**src/rtl/tli_fifo.sv**
```systemverilog
// small register queue between front and back
module tli_fifo #(
  parameter int WIDTH = 8,
  parameter int DEPTH = 2,
  localparam int PW = $clog2(DEPTH),
  localparam int CW = $clog2(DEPTH + 1)
) (
  input  logic             clk,
  input  logic             rst_n,
  input  logic             push,
  input  logic [WIDTH-1:0] push_data,
  input  logic             pop,
  output logic [WIDTH-1:0] pop_data,
  output logic             full,
  output logic             empty
);

  logic [WIDTH-1:0] slot_r [DEPTH];
  logic [PW-1:0]    wptr_r;
  logic [PW-1:0]    rptr_r;
  logic [CW-1:0]    count_r;

  assign full     = (count_r == CW'(DEPTH));
  assign empty    = (count_r == '0);
  assign pop_data = slot_r[rptr_r];

  always_ff @(posedge clk) begin
    if (!rst_n) begin
      wptr_r  <= '0;
      rptr_r  <= '0;
      count_r <= '0;
    end else begin
      if (push) begin
        wptr_r <= (wptr_r == PW'(DEPTH - 1)) ? '0 : wptr_r + PW'(1);
      end
      if (pop) begin
        rptr_r <= (rptr_r == PW'(DEPTH - 1)) ? '0 : rptr_r + PW'(1);
      end
      if (push && !pop) begin
        count_r <= count_r + CW'(1);
      end else if (pop && !push) begin
        count_r <= count_r - CW'(1);
      end
    end
  end

  always_ff @(posedge clk) begin
    if (push) begin
      slot_r[wptr_r] <= push_data;
    end
  end

endmodule

```
**config.mk**
```make
export PLATFORM = sky130hd
export DESIGN_NAME = tli_fifo
export DESIGN_NICKNAME = d
export VERILOG_FILES = /design/src/rtl/tli_fifo.sv
export SDC_FILE = /design/constraint.sdc
export NUM_CORES = 1
export LEC_CHECK = 0
export ABC_CLOCK_PERIOD_IN_PS = 3030
export CAP_MARGIN = 40
export CELL_PAD_IN_SITES_DETAIL_PLACEMENT = 1
export CELL_PAD_IN_SITES_GLOBAL_PLACEMENT = 1
export CORE_MARGIN = 4
export CORE_UTILIZATION = 51
export CTS_CLUSTER_DIAMETER = 80
export CTS_CLUSTER_SIZE = 28
export DETAILED_ROUTE_END_ITERATION = 10
export DONT_BUFFER_PORTS = 1
export HOLD_SLACK_MARGIN = 0.12
export PLACE_DENSITY = 0.84
export REMOVE_ABC_BUFFERS = 1
export SLEW_MARGIN = 20
export SYNTH_ARGS = -nofsm -noshare
export SYNTH_HDL_FRONTEND = slang
export SYNTH_SLANG_ARGS = --single-unit
```
**constraint.sdc**
```tcl
create_clock -name clk -period 3.03 [get_ports clk]
set_clock_uncertainty 0.1 [all_clocks]
set_input_delay 0.606 -clock clk [delete_from_list [all_inputs] [get_ports clk]]
set_output_delay 0.606 -clock clk [all_outputs]
set_load 0.02 [all_outputs]
```
==> summary.md, run 1 <==
| Metric | Value |
|---|---|
| Status | finished clean |
| Simple-gate area share of the yosys netlist | 7.087% |
| Post-place setup slack | 1.327 ns |
| Global-route wire length before repair | 2049 um |
| Post-DP HPWL | 1030 um |
| Time the final worst path needs with I/O delays and setup | 1.990 ns |
| Clock slew seen by the registers of the worst setup and hold paths | 0.11 ns |
| F_max | 0.5025 GHz |
| Type of element launching the critical path | register |
| Vias in the first global route | 413 |
| Top fanout value on the critical path | 8 |
| Relative contribution of combinational cells to total power | 12.4% |
| Fin. Hold Viols | 0 |
| Part of the total power dissipated in sequential elements | 63.8% |
| Peak VDD IR | 0.3539 mV |
| Antenna Violating Nets Remaining | 0 |
| Classification of the worst-slack hold path | primary input to register |
| Final count of pins violating max slew | 0 |
| Multiplexer fraction of the synthesized cell area | 11.34% |
| Antenna diodes | 0 |
| Top cells by area in the synthesized netlist | sky130_fd_sc_hd__edfxtp_1, sky130_fd_sc_hd__dfxtp_1, sky130_fd_sc_hd__mux2_2 |
| Maximum number of pins on one net before global-route repair | 12 |
| Clock latency at the later pin of the worst-skew pair | 0.29 ns |
| Slowest library cell on the worst path | sky130_fd_sc_hd__dfxtp_1 |
| Worst hold margin | 0.2992 ns |
| Initial detailed-routing violation count | 9 |
| Worst Hold Launch | push_data[2] |
| Cts bufs inserted | 3 |
| Fraction of final layout cells sized beyond drive strength 1 | 24.00% |
| RSZ-0062 raised after global routing | no |
| Largest buffer count on any clock path | 2 |
| CP required | 2.32 ns |
| Clock root buffer master | sky130_fd_sc_hd__clkbuf_4 |
| Yosys synthesis warning count | 0 |
| Clock group share of total power | 23.8% |
| Per-cell via count in the routed design | 5.692 |
| Number of violations of the max-capacitance limit | 0 |
| Element type at the critical path end | primary output |
| Compound-Gate Fraction of Synth Area | 2.520% |
| Family of cells with the greatest summed delay on the critical path | flip-flops |
| Static Leakage | 0.2938 nW |
| Total Neg Setup Slack | 0 ns |
| Total power per unit cell area | 642.3 nW/um2 |
| Routed length per placed instance | 20.22 um |
| DRC violation count after routing | 0 |
| Die height | 47.47 um |
| Vias after detailed routing | 370 |
| Remaining global-route overflow | 0 |
| Fraction of the yosys area taken by sequential cells | 73.07% |
| All-layer global routing usage | 13.82% |
| Reg2Reg Launch Point | wptr_r$_SDFFE_PN0P_ |
| Initial core utilization | 57.47% |
| Data arrival time at the worst-slack endpoint | 1.28 ns |
| Internal power component | 0.0004062 W |
| Share of synthesized cell area in full adder, half adder and majority cells | 1.575% |
| Fraction of power spent switching nets | 24.22% |
| Crit path kind | register to primary output |
| Weighted congestion at the end of routability-driven global placement | 0.6393 |
| Post-CTS setup buffer count | 0 |
| Count of H-tree levels built during CTS | 1 |
| Slew of the pin with the lowest slew margin | 0.7383 ns |
| Final setup margin | 1.040 ns |
| Fraction of the core area covered by cells at the end of the flow | 60.36% |
| Number of endpoints failing setup at the final stage | 0 |
| Antenna violations before repair | 0 |
| Gates resized, CTS repair | 0 |
| Port Buffers | 0 |
| Area growth syn-to-layout | 5.039% |
| I/O pins | 22 |
| Non-filler instance count after layout | 65 |
| Core area | 1383 um2 |
| Net switching power figure | 0.0001299 W |
| Total Wirelength | 1314 um |
| Synth Instances | 47 |
| Nets@finish | 64 |
| Cell total after placement | 61 |
| Die extent in x | 47.47 um |
| Cell chain of the critical path | mux2_2 |
| Clock tree from TritonCTS | built |
| Register bit count reported by yosys | 21 |
| Fraction of synthesized cell area taken by the top area cell type | 60.47% |
| Number of sinks driven by the clock tree | 21 |
| Worst max-slew margin expressed relative to the limit | 50.68% |
| Post-synth cell types | 16 |
| Share of the clock period used by the worst path | 65.67% |
| Buffering stage count on the worst path with inverters included | 0 |
| Die area | 2253 um2 |
| Combinational family with the most area after synthesis | multiplexers |
| Delay of the slowest cell on the worst path | 0.54 ns |
| Post-synthesis average cell area | 16.90 um2 |
| Count of filler cells inserted in the layout | 117 |
| Number of hold buffers added after CTS | 0 |
| Number of rows in the core area | 13 |
| Xor-xnor portion of the synthesized cell area | 3.307% |
| Total iterations of the first detailed-routing run | 4 |
| Cell area after synthesis | 794.5 um2 |
| Cell type with the highest aggregate area in the netlist | sky130_fd_sc_hd__edfxtp_1 |
-- cells by family after synthesis --
kind of cell,Yosys count
multiplexers,8
buffers and inverters,2
flip-flops,21
AO/OA/AOI/OAI,3
XOR/XNOR,3
adder cells (fa/ha/maj),1
AND/OR/NAND/NOR,9
-- Yosys cell counts, drive strengths merged --
library cell  number
dfxtp              5
nor2b              2
or3                1
a21boi             1
buf                1
o21a               1
o21ai              1
and2b              1
xor2               2
and2               4
nor2               1
ha                 1
mux2               8
xnor2              1
inv                1
edfxtp            16
-- worst paths after layout --
check	to	depth (start not counted)	slack (ns)
worst min-delay path	slot_r[1][2]$_DFFE_PP_	0	0.30
worst max-delay path	pop_data[2]	1	1.04
worst max register to register	slot_r[0][7]$_DFFE_PP_	1	1.64
worst min register to register	count_r[1]$_SDFFE_PN0P_	2	0.44
-- placed cells by master (no fill, tap or decap), drive strengths merged --
master  instances
ha              1
o21ai           1
xnor2           1
nor2b           2
a21boi          1
xor2            2
and2            4
nor2            1
dfxtp           5
and2b           1
or3             1
o21a            1
mux2            8
edfxtp         16
inv             1
clkbuf          4
-- state kept, by name (all words and copies together) (netlist names), named ones only --
register / cells
wptr_r: 1
count_r: 2
slot_r: 16
rptr_r: 1
-- per-layer routing --
layer	GRT usage [%]	up-vias	wire, um
met5	0	-	0
met4	4.972	0	0
met3	4.135	0	117
met2	24.06	14	737
met1	16.05	182	459
li1	-	174	-
-- power by group through the flow --
stage / combinational (W) / clock [W] / sequential (W)
6_report: 0.0000664 / 0.000128 / 0.000342
4_1_cts: 0.0000679 / 0.000131 / 0.000343
3_5_place_dp: 0.0000668 / 0 / 0.000349
5_1_grt: 0.0000722 / 0.000141 / 0.000345
3_3_place_gp: 0.0000627 / 0 / 0.000346
2_1_floorplan: 0.0000579 / 0 / 0.000344
-- area by class of cell --
class / count / area, um2 / area share [%]
clock buffer: 4 / 26.28 / 3.148
inverter: 1 / 3.754 / 0.4498
multi-input combinational: 24 / 205.2 / 24.59
sequential: 21 / 580.6 / 69.57
tap: 15 / 18.77 / 2.249
-- per-stage QoR --
| stage | power [W] | area, um2 |
|---|---|---|
| 3_5_place_dp | 0.0004160 | 808.3 |
| 3_3_place_gp | 0.0004091 | 808.3 |
| 5_1_grt | 0.0005581 | 834.6 |
| 4_1_cts | 0.0005419 | 834.6 |
| 6_report | 0.0005361 | 834.6 |
| 2_1_floorplan | 0.0004024 | 789.5 |
(Power assumes the default switching activity.)
==> run 2, diff against run 1 <==
ABC_CLOCK_PERIOD_IN_PS = 2029   (was 3030)
CORE_UTILIZATION = 47   (was 51)
PLACE_DENSITY = 0.79   (was 0.84)
clock period = 2.03 ns   (was 3.03 ns; I/O delays follow)
==> run 2 against run 1 <==
Net effect:
- critical path type unchanged
- largest power group unchanged
- highest routed layer unchanged
- setup slack lost 0.79 ns
- global-route usage shrank 2.0 points
- core utilization shrank 0.49 points
==> summary.md, run 2 (synthesis results as in run 1) <==
| Metric | Value |
|---|---|
| Slew of the pin with the lowest slew margin | 0.3986 ns |
| CP required | 1.52 ns |
| Fraction of final layout cells sized beyond drive strength 1 | 21.67% |
| Antenna diodes | 0 |
| Status | finished clean |
| Weighted congestion at the end of routability-driven global placement | 0.6756 |
| Number of rows in the core area | 14 |
| I/O pins | 22 |
| Fraction of the core area covered by cells at the end of the flow | 59.87% |
| Maximum number of pins on one net before global-route repair | 12 |
| Number of endpoints failing setup at the final stage | 0 |
| Crit path kind | register to primary output |
| Initial core utilization | 50.96% |
| Routed length per placed instance | 17.22 um |
| Reg-to-reg endpoint | count_r[1]$_SDFFE_PN0P_ |
| Die extent in x | 49.12 um |
| Die height | 49.12 um |
| Most flop-heavy register | slot_r |
| Slowest library cell on the worst path | sky130_fd_sc_hd__dfxtp_1 |
| Initial detailed-routing violation count | 8 |
| Post-place setup slack | 0.5401 ns |
| Number of hold buffers added after CTS | 8 |
| Total Wirelength | 1309 um |
| Final design instance area without fill | 933.4 um2 |
| Reg2Reg Launch Point | count_r[0]$_SDFFE_PN0P_ |
| Total power per unit cell area | 875.8 nW/um2 |
| DRC violation count after routing | 0 |
| Count of H-tree levels built during CTS | 1 |
| Vias after detailed routing | 402 |
| CP Capture Point | pop_data[2] |
| Count of filler cells inserted in the layout | 145 |
| All-layer global routing usage | 11.86% |
| Clock latency at the later pin of the worst-skew pair | 0.29 ns |
| Vias in the first global route | 446 |
| Global-route wire length before repair | 2145 um |
| Worst Hold Launch | rst_n |
| Die area | 2412 um2 |
| Top library cells by usage in the layout, fill and taps aside | sky130_fd_sc_hd__edfxtp_1, sky130_fd_sc_hd__dlygate4sd3_1, sky130_fd_sc_hd__mux2_2, sky130_fd_sc_hd__dfxtp_1, sky130_fd_sc_hd__and2_1 |
| Number of sinks driven by the clock tree | 21 |
| Antenna Violating Nets Remaining | 0 |
| Number of violations of the max-capacitance limit | 0 |
| Register-to-register path setup slack | 0.85 ns |
| Most common cell after layout, fill and taps aside | sky130_fd_sc_hd__edfxtp_1 |
| Area growth syn-to-layout | 17.48% |
| Time the final worst path needs with I/O delays and setup | 1.777 ns |
| Total iterations of the first detailed-routing run | 2 |
| Gates resized, CTS repair | 0 |
| Clock root buffer master | sky130_fd_sc_hd__clkbuf_4 |
| Worst max-slew margin expressed relative to the limit | 73.33% |
| Delay of the slowest cell on the worst path | 0.53 ns |
| Element type at the critical path end | primary output |
| Registers with the most flip-flops | slot_r (16), count_r (2) |
| Final setup margin | 0.2526 ns |
| Per-cell via count in the routed design | 5.289 |
| Share of the clock period used by the worst path | 87.56% |
| Clock slew seen by the registers of the worst setup and hold paths | 0.11 ns |
| Largest buffer count on any clock path | 2 |
| Buffering stage count on the worst path with inverters included | 0 |
| Static Leakage | 0.3363 nW |
| Core area | 1559 um2 |
| RSZ-0062 raised after global routing | no |
| Peak VDD IR | 0.5122 mV |
| Nets@finish | 74 |
| Worst hold margin | 0.1334 ns |
| Worst reg-to-reg path cell count | 3 |
| Total Neg Setup Slack | 0 ns |
| Cts bufs inserted | 3 |
| Post-CTS setup buffer count | 0 |
| Antenna violations before repair | 0 |
| Data arrival time at the worst-slack endpoint | 1.27 ns |
| Top fanout value on the critical path | 8 |
| Classification of the worst-slack hold path | primary input to register |
| Combined area of the multi-input logic cells | 205.2 um2 |
| Type of element launching the critical path | register |
| Max reg flops | 16 |
| Total stage count of the critical path | 1 |
| Final count of pins violating max slew | 0 |
| Port Buffers | 0 |
| Cell chain of the critical path | mux2_2 |
| Remaining global-route overflow | 0 |
| Clock tree from TritonCTS | built |
| Register area | 580.6 um2 |
| Fin. Hold Viols | 0 |
| F_max | 0.5626 GHz |
| Area post-placement | 817.0 um2 |
| Family of cells with the greatest summed delay on the critical path | flip-flops |
-- run 2: through the flow --
step | instances | total power, W
after floorplan | 46 | 0.0006006
after global placement | 63 | 0.0006125
after detailed placement | 63 | 0.0006215
after CTS | 75 | 0.0008207
after global routing | 76 | 0.0008575
final | 76 | 0.0008175
-- run 2: how the worst min path moves through the flow --
stage	depth (start not counted)	slack (ns)	endpoint
after CTS	1	0.12	register
after detailed placement	0	0.40	slot_r[0][3]$_DFFE_PP_
final	1	0.13	rptr_r$_SDFFE_PN0P_
after global routing	1	0.13	rptr_r$_SDFFE_PN0P_
after floorplan	2	0.37	count_r[1]$_SDFFE_PN0P_
after global placement	2	0.38	count_r[1]$_SDFFE_PN0P_
-- run 2: final cells by class --
class	count	share of cell area (%)
clock buffers	4	2.815
flip-flops and latches	21	62.20
inverters	1	0.4021
multi-input cells	24	21.98
well taps	16	2.145
repair buffers	10	10.46
-- run 2: metal layers --
metal  GRT usage (%)  vias up  wire [um]
li1                -      194          -
met1           13.24      196        491
met2           21.43       12        731
met3           3.976        0         86
met4           2.844        0          0
met5               0        -          0
-- run 2: report_power, final --
| group | internal (W) | switching (W) |
|---|---|---|
| combinational | 0.0000513 | 0.0000658 |
| sequential | 0.000492 | 0.0000175 |
| clock | 0.0000763 | 0.000115 |
| total | 0.000619 | 0.000198 |
