===== config.mk =====
export PLATFORM = sky130hd
export DESIGN_NAME = tli_front_flat
export DESIGN_NICKNAME = d
export VERILOG_FILES = /design/src/rtl/tli_pkg.sv /design/src/rtl/tli_ifs.sv /design/src/rtl/tli_front.sv /design/src/flat_wrapper.sv
export SDC_FILE = /design/constraint.sdc
export NUM_CORES = 1
export LEC_CHECK = 0
export ABC_AREA = 1
export BUFFER_PORTS_ARGS = -buffer_cell sky130_fd_sc_hd__buf_4
export CAP_MARGIN = 10
export CORE_AREA = 2 2 93 95
export DETAILED_ROUTE_END_ITERATION = 8
export DIE_AREA = 0 0 95 97
export GPL_ROUTABILITY_DRIVEN = 0
export PLACE_DENSITY_LB_ADDON = 0.1
export SLEW_MARGIN = 20
export SYNTH_ARGS = -nofsm -noshare
export SYNTH_HDL_FRONTEND = slang
export SYNTH_SLANG_ARGS = --single-unit

===== constraint.sdc =====
create_clock -name vclk -period 1.9
set_clock_uncertainty 0.15 [all_clocks]
set_input_delay 0.38 -clock vclk [all_inputs]
set_output_delay 0.38 -clock vclk [all_outputs]
set_load 0.05 [all_outputs]

===== src/rtl/tli_pkg.sv =====
// shared types and codes for the table linear interpolator
package tli_pkg;

  localparam int unsigned IDX_W = 10;
  localparam int unsigned CNT_W = 11;
  localparam int unsigned ST_W  = 3;

  localparam logic OP_WRITE = 1'b0;
  localparam logic OP_QUERY = 1'b1;

  localparam logic [ST_W-1:0] ST_INTERP = 3'd0;
  localparam logic [ST_W-1:0] ST_BELOW  = 3'd1;
  localparam logic [ST_W-1:0] ST_ABOVE  = 3'd2;
  localparam logic [ST_W-1:0] ST_FAIL   = 3'd3;
  localparam logic [ST_W-1:0] ST_ZWIDTH = 3'd4;
  localparam logic [ST_W-1:0] ST_WACK   = 3'd5;

  typedef struct packed {
    logic             op;
    logic [IDX_W-1:0] idx;
  } tli_cmd_t;

endpackage


===== src/rtl/tli_ifs.sv =====
// input and result channel interfaces
interface tli_in_if #(parameter int VALUE_WIDTH = 32);
  logic                           valid;
  logic                           ready;
  logic                           opcode;
  logic [tli_pkg::IDX_W-1:0]      entry_index;
  logic signed [VALUE_WIDTH-1:0]  entry_x;
  logic signed [VALUE_WIDTH-1:0]  entry_y;
  logic signed [VALUE_WIDTH-1:0]  query_x;
  modport source (output valid, opcode, entry_index, entry_x, entry_y, query_x, input ready);
  modport sink (input valid, opcode, entry_index, entry_x, entry_y, query_x, output ready);
endinterface



===== src/rtl/tli_front.sv =====
// front end: accepts words, clamps the point count and queues the command
module tli_front #(
  parameter int TABLE_DEPTH = 1024,
  parameter int VALUE_WIDTH = 32,
  localparam int AW = $clog2(TABLE_DEPTH),
  localparam int FW = $bits(tli_pkg::tli_cmd_t) + AW + 3 * VALUE_WIDTH
) (
  tli_in_if.sink                        in_chan,
  input  logic [tli_pkg::CNT_W-1:0]     point_count,
  input  logic                          q_full,
  output logic                          q_push,
  output logic [FW-1:0]                 q_data
);

  tli_pkg::tli_cmd_t cmd;
  logic [31:0]       pc32;
  logic [31:0]       n32;
  logic [AW-1:0]     last;

  always_comb begin
    pc32 = 32'(point_count);
    if (pc32 < 32'd2) begin
      n32 = 32'd2;
    end else if (pc32 > 32'(TABLE_DEPTH)) begin
      n32 = 32'(TABLE_DEPTH);
    end else begin
      n32 = pc32;
    end
    last    = AW'(n32 - 32'd1);
    cmd.op  = in_chan.opcode;
    cmd.idx = in_chan.entry_index;
  end

  assign in_chan.ready = !q_full;
  assign q_push        = in_chan.valid && !q_full;
  assign q_data        = {cmd, last, in_chan.entry_x, in_chan.entry_y, in_chan.query_x};

endmodule


===== src/flat_wrapper.sv =====
// flat-port wrapper written by rule: the top's interface ports become plain ports
module tli_front_flat 
#(
  parameter int TABLE_DEPTH = 1024,
  parameter int VALUE_WIDTH = 32,
  localparam int AW = $clog2(TABLE_DEPTH),
  localparam int FW = $bits(tli_pkg::tli_cmd_t) + AW + 3 * VALUE_WIDTH
)
  (point_count, q_full, q_push, q_data, in_chan_valid, in_chan_opcode, in_chan_entry_index, in_chan_entry_x, in_chan_entry_y, in_chan_query_x, in_chan_ready);
  tli_in_if #(.VALUE_WIDTH(VALUE_WIDTH)) in_chan_i ();
  input  logic [tli_pkg::CNT_W-1:0] point_count;
  input  logic q_full;
  output logic q_push;
  output logic [FW-1:0] q_data;
  input wire logic [$bits(in_chan_i.valid)-1:0] in_chan_valid;
  input wire logic [$bits(in_chan_i.opcode)-1:0] in_chan_opcode;
  input wire logic [$bits(in_chan_i.entry_index)-1:0] in_chan_entry_index;
  input wire logic [$bits(in_chan_i.entry_x)-1:0] in_chan_entry_x;
  input wire logic [$bits(in_chan_i.entry_y)-1:0] in_chan_entry_y;
  input wire logic [$bits(in_chan_i.query_x)-1:0] in_chan_query_x;
  output wire logic [$bits(in_chan_i.ready)-1:0] in_chan_ready;
  assign in_chan_i.valid = in_chan_valid;
  assign in_chan_i.opcode = in_chan_opcode;
  assign in_chan_i.entry_index = in_chan_entry_index;
  assign in_chan_i.entry_x = in_chan_entry_x;
  assign in_chan_i.entry_y = in_chan_entry_y;
  assign in_chan_i.query_x = in_chan_query_x;
  assign in_chan_ready = in_chan_i.ready;
  tli_front #(.TABLE_DEPTH(TABLE_DEPTH), .VALUE_WIDTH(VALUE_WIDTH)) u_core (.in_chan(in_chan_i), .point_count(point_count), .q_full(q_full), .q_push(q_push), .q_data(q_data));
endmodule

==> results of run 1 <==
[through the flow]
step | area [um2] | setup WS, ns | utilization (%) | TNS [ns]
floorplan | 1368 | -0.2070 | - | -0.8016
global placement | 1022 | -0.4465 | 12.57 | -3.223
detailed placement | 1022 | -0.4599 | 12.57 | -3.135
CTS | 1247 | -0.3728 | 15.34 | -2.414
global route | 1282 | -0.4186 | 15.77 | -2.993
finish | 1282 | -0.3343 | 15.77 | -2.164
[layer usage]
| layer | track usage [%] | part of all wire [%] | vias up |
|---|---|---|---|
| met1 | 5.757 | 29 | 362 |
| li1 | - | - | 321 |
| met5 | 0 | 0 | - |
| met4 | 4.125 | 6.3 | 0 |
| met2 | 12.17 | 54 | 58 |
| met3 | 2.414 | 11 | 26 |
[how the worst min path moves through the flow]
stage               cells past startpoint              startpoint           to
floorplan                               1      in_chan_query_x[0]    q_data[0]
global placement                        0  in_chan_entry_index[2]  q_data[108]
detailed placement                      0  in_chan_entry_index[2]  q_data[108]
CTS                                     0  in_chan_entry_index[2]  q_data[108]
global route                            0     in_chan_query_x[13]   q_data[13]
finish                                  0     in_chan_query_x[22]   q_data[22]
[cells by family (layout without fill, tap and decap cells)]
kind of cell / Yosys count / in the layout / synth area share [%]
xor+xnor: 3 / 3 / 2.801
compound gates: 7 / 7 / 4.978
simple gates: 50 / 50 / 20.54
buf+inv: 118 / 59 / 70.64
fa+ha+maj: 1 / 1 / 1.037
[cells in the final DEF, fill, tap and decap left out, drive strengths merged]
cell / Yosys / routed
buf: 108 / 49
nand4: 1 / 1
clkinvlp: 0 / 1
o21ai: 2 / 2
nand3: 8 / 8
nand2: 27 / 27
ha: 1 / 1
inv: 10 / 9
o21bai: 3 / 3
nor2: 13 / 13
xnor2: 1 / 1
xor2: 2 / 2
a21boi: 1 / 1
a21oi: 1 / 1
and2: 1 / 1
[layout make-up]
cell class,count,area (um2)
repair buffers,49,495.5
multi-input cells,61,611.8
inverters,10,43.79
fillers,926,6852
well taps,105,131.4
[timing repair]
action,in CTS,in global routing
setup buffers,3,0
gates resized for setup,50,8
cloned,1,0
hold buffers,0,0
pin swaps,17,9
endpoints found under the setup margin,10,9
[worst max-delay path, delay by kind of cell]
kind                       cells  cell delay, ns
buffers and inverters          3            0.28
AOI/OAI and AO/OA              1            0.12
and+or+nand+nor                7            0.74
adders and majority gates      1            0.16
[power groups by stage]
stage / registers, uW / logic [uW] / clock network (uW)
2_1_floorplan: 0 / 817 / 0
3_3_place_gp: 0 / 337 / 0
3_5_place_dp: 0 / 336 / 0
4_1_cts: 0 / 403 / 0
5_1_grt: 0 / 432 / 0
6_report: 0 / 405 / 0
==> out/results.ini, run 1 <==
[die]
die_w_um = 95
core_mm2 = 0.008134
die_y_um = 97
io_pins = 239
num_rows = 33
start_util_pct = 14.83
die_area_mm2 = 0.009215

[layout]
final_nets = 243
fin_cells = 225
area_delta_synth_final_pct = 6.328
register_area_um2 = 0
n_clock_buffer = 0
antenna_cells = 0
drive_gt1_share_pct = 79.17
nFlopsAndLatches = 0

[global_routing]
overflow = 0
grt_antenna_before_repair = 0
grt_max_degree = 8
track_usage_pct = 6.555
grt_pass1_wl_um = 4726
grt_pass1_vias = 807

[critical_path]
crit_required_ns = 1.37
crit_slowest_cell = ha_4
start_kind = primary input
cp-startpoint = point_count[2]
critPathKind = in2out
critPathCapture = q_data[102]
arrival_ns = 1.70
path_max_fanout = 3
cp_cell_sequence = buf_8 > nor2_4 > nand2_4 > nor2_4 > nand2_4 > nand2_8 > ha_4 > inv_4 > a21oi_4 > nand4_1 > nand2_4 > buf_8
timing.critical_path.mode_cell = nand2_4
cp_slowest_stage_delay_ns = 0.16
critPathCaptureType = primary output

[logic_synthesis]
synth_top_area_share_pct = 66.60
synthTopCellsByArea = buf_4, nand2_1, nor2_1
syn_nets = 300
ys_top_cells_by_count = buf_4, nand2_1, nor2_1
avgSynthCellArea_um2 = 6.738
synth_cell_types = 23
yosysSeqAreaShare_pct = 0
synth_most_common_cell = buf_4
syn_inst = 179
yosys_warnings = 0
syn_area_mm2 = 0.001206
yosysTopAreaCell = buf_4

[outcome]
violations = setup timing
status = complete, but fails checks

[place]
port_buffers = 25
hpwl_um = 2778
dp.cells = 221

[drt]
wl_per_cell_um = 14.37
drc_errors = 0
post_drt_via_cell_ratio = 3.409
vias = 767
detail_route.iter0.violations = 22
wirelength_um = 3234
antenna_left = 0
drt_pre_antenna_iters = 4

[power]
leakage_uw = 0.0005714
ir_drop_v = 0.00005029
share_comb_of_total_power_pct = 100.0
power.total_uw = 405.2
switchingPower_uw = 222.8
p_seq_share_pct = 0
power_density_mw_per_mm2 = 315.9
p_clk_share_pct = 0
p_int_uw = 182.3
swShare_pct = 55.00

[timing]
worstMarginPinSlew_ns = 0.2520
setup_viol = 9
rsz0062_at_grt = yes
finalCritPeriodShare_pct = 117.6
finalWorstSetupSlack_ns = -0.3343
max-slew-margin-rel_pct = 83.20
clock.fmax_ghz = 0.4476
finalHoldViolations = 0
slew_viol_final = 0
fin_crit_ns = 2.234
whs_ns = 0.6100

[min_path]
hold_class = in2out

[job]
maxCapViolations = 0

Note: power is estimated with default switching activity, not from simulation.
==> run 2, diff against run 1 <==
--- a/constraint.sdc
+++ b/constraint.sdc
@@ -4,2 +4,2 @@
 set_output_delay 0.38 -clock vclk [all_outputs]
-set_load 0.05 [all_outputs]
+set_load 0.005 [all_outputs]
==> run 2 against run 1 <==
Net effect: the flow still finishes with violations (setup timing); fmax grew 4.7%; critical endpoint unchanged; combinational power fell by 45%; critical path type unchanged; setup slack improved by 0.10 ns; clock-buffer cell count unchanged; first-iteration DRC count decreased by 68%; utilization is 3.6 points lower; sequential share of layout area is the same.
==> out/results.ini, run 2 (synthesis results as in run 1) <==
[timing]
fin_crit_ns = 2.134  ; -0.1005 ns
setup_viol = 8  ; -1
fin_tns_setup_ns = -1.551  ; +0.6132 ns
rsz0062_at_grt = yes
max-slew-margin-rel_pct = 80.56  ; -2.6 points
finalCritPeriodShare_pct = 112.3  ; -5.3 points
clock.fmax_ghz = 0.4686  ; +4.7%
finalHoldViolations = 0  ; unchanged
finalWorstSetupSlack_ns = -0.2338  ; +0.1005 ns
slew_viol_final = 0  ; unchanged
worstMarginPinSlew_ns = 0.2915  ; +0.03950 ns

[drt]
drc_errors = 0  ; unchanged
vias = 679  ; -11%
antenna_left = 0  ; unchanged
post_drt_via_cell_ratio = 3.100  ; -9.0%
wl_per_cell_um = 11.32  ; -21%
drt_pre_antenna_iters = 4  ; unchanged
detail_route.iter0.violations = 7  ; -68%
wirelength_um = 2479  ; -23%

[power]
leakage_uw = 0.0004730  ; -17%
swShare_pct = 45.10  ; -9.9 points
p_seq_share_pct = 0  ; unchanged
ir_drop_v = 0.00003457  ; -31%
switchingPower_uw = 100.9  ; -55%
p_int_uw = 122.9  ; -33%
share_comb_of_total_power_pct = 100.0  ; about the same
power.total_uw = 223.8  ; -45%
power_density_mw_per_mm2 = 225.8  ; -29%
p_clk_share_pct = 0  ; unchanged

[place]
port_buffers = 25  ; unchanged
hpwl_um = 2142  ; -23%

[layout]
n_clock_buffer = 0  ; unchanged
antenna_cells = 0  ; unchanged
nFillCells = 948  ; +2.4%
final_common_cell = buf_4
final_nets = 237  ; -2.5%
area_delta_synth_final_pct = -17.84
nFlopsAndLatches = 0  ; unchanged
drive_gt1_share_pct = 65.79  ; -13 points
register_area_um2 = 0  ; unchanged
final_cell_mix = buf_4, nand2_1, nand2_2, buf_6

[critical_path]
critPathKind = in2out
start_kind = primary input
crit_required_ns = 1.37  ; about the same
critPathCaptureType = primary output
arrival_ns = 1.60  ; -0.10 ns
crit_slowest_cell = ha_4
path_max_fanout = 2  ; -1
cp_cell_sequence = buf_8 > nor2_4 > nand2_4 > nor2_4 > nand2_2 > nand2_4 > ha_4 > inv_4 > a21oi_4 > nand3_2 > nand3_2 > nand2_2 > buf_6
cp_slowest_stage_delay_ns = 0.14  ; -0.02 ns

[min_path]
min_from = in_chan_query_x[28]
whs_endpoint = q_data[28]
hold_class = in2out
min_path_cells = 0  ; unchanged

[cts]
cts_hold_buf = 0  ; unchanged

[global_routing]
overflow = 0  ; unchanged
grt_max_degree = 8  ; unchanged
grt_pass1_wl_um = 3643  ; -23%
grt_antenna_before_repair = 0  ; unchanged
track_usage_pct = 4.822  ; -1.7 points
grt_pass1_vias = 746  ; -7.6%

[die]
die_area_mm2 = 0.009215  ; unchanged
die_y_um = 97  ; unchanged
start_util_pct = 14.83  ; unchanged
io_pins = 239  ; unchanged
num_rows = 33  ; unchanged
die_w_um = 95  ; unchanged
core_mm2 = 0.008134  ; unchanged

[outcome]
violations = setup timing
status = complete, but fails checks

[job]
maxCapViolations = 0  ; unchanged

-- run 2: per-stage QoR --
| stage | hold WS (ns) | setup slack (ns) | instance area, um2 | cells | utilization [%] |
|---|---|---|---|---|---|
| 2_1_floorplan | 0.6365 | 0.0006027 | 1235 | 179 | - |
| 6_report | 0.6100 | -0.2338 | 991.0 | 219 | 12.18 |
| 4_1_cts | 0.6100 | -0.2268 | 943.4 | 218 | 11.60 |
| 5_1_grt | 0.6100 | -0.3296 | 991.0 | 219 | 12.18 |
| 3_5_place_dp | 0.6100 | -0.3509 | 859.6 | 217 | 10.57 |
| 3_3_place_gp | 0.6100 | -0.3716 | 859.6 | 217 | 10.57 |
-- run 2: power by group through the flow --
stage / clock, uW / combinational (uW) / sequential (uW)
5_1_grt: 0 / 246 / 0
4_1_cts: 0 / 218 / 0
2_1_floorplan: 0 / 269 / 0
3_3_place_gp: 0 / 196 / 0
6_report: 0 / 224 / 0
3_5_place_dp: 0 / 196 / 0
-- run 2: worst max-delay path by stage --
stage	from	end	slack, ns
global route	point_count[8]	q_data[102]	-0.33
finish	point_count[8]	q_data[102]	-0.23
detailed placement	point_count[8]	q_data[103]	-0.35
global placement	point_count[8]	q_data[102]	-0.37
floorplan	point_count[8]	q_data[102]	0.0006
CTS	point_count[0]	q_data[103]	-0.23
-- run 2: metal layers --
layer | GRT usage [%] | share of wire, %
met3 | 1.246 | 12
met2 | 7.692 | 44
met1 | 4.946 | 36
met4 | 4.682 | 9.2
met5 | 0 | 0
-- run 2: layout make-up --
cell class                 count  area [um2]  area share, %
multi-input combinational     61       444.2          44.82
timing repair buffer          43       375.4          37.88
tap                          105       131.4          13.26
inverter                      10       40.04          4.040
-- run 2: worst max-delay path, delay by kind of cell --
kind | cells | cell delay [ns]
AND/OR/NAND/NOR | 8 | 0.71
adder cells (fa/ha/maj) | 1 | 0.14
buffers and inverters | 3 | 0.25
AO/OA/AOI/OAI | 1 | 0.12
-- run 2: timing repair --
item,4_1_cts,5_1_grt
gates resized for setup,23,9
buffers inserted,1,1
endpoints found under the setup margin,9,9
pin swaps,14,8
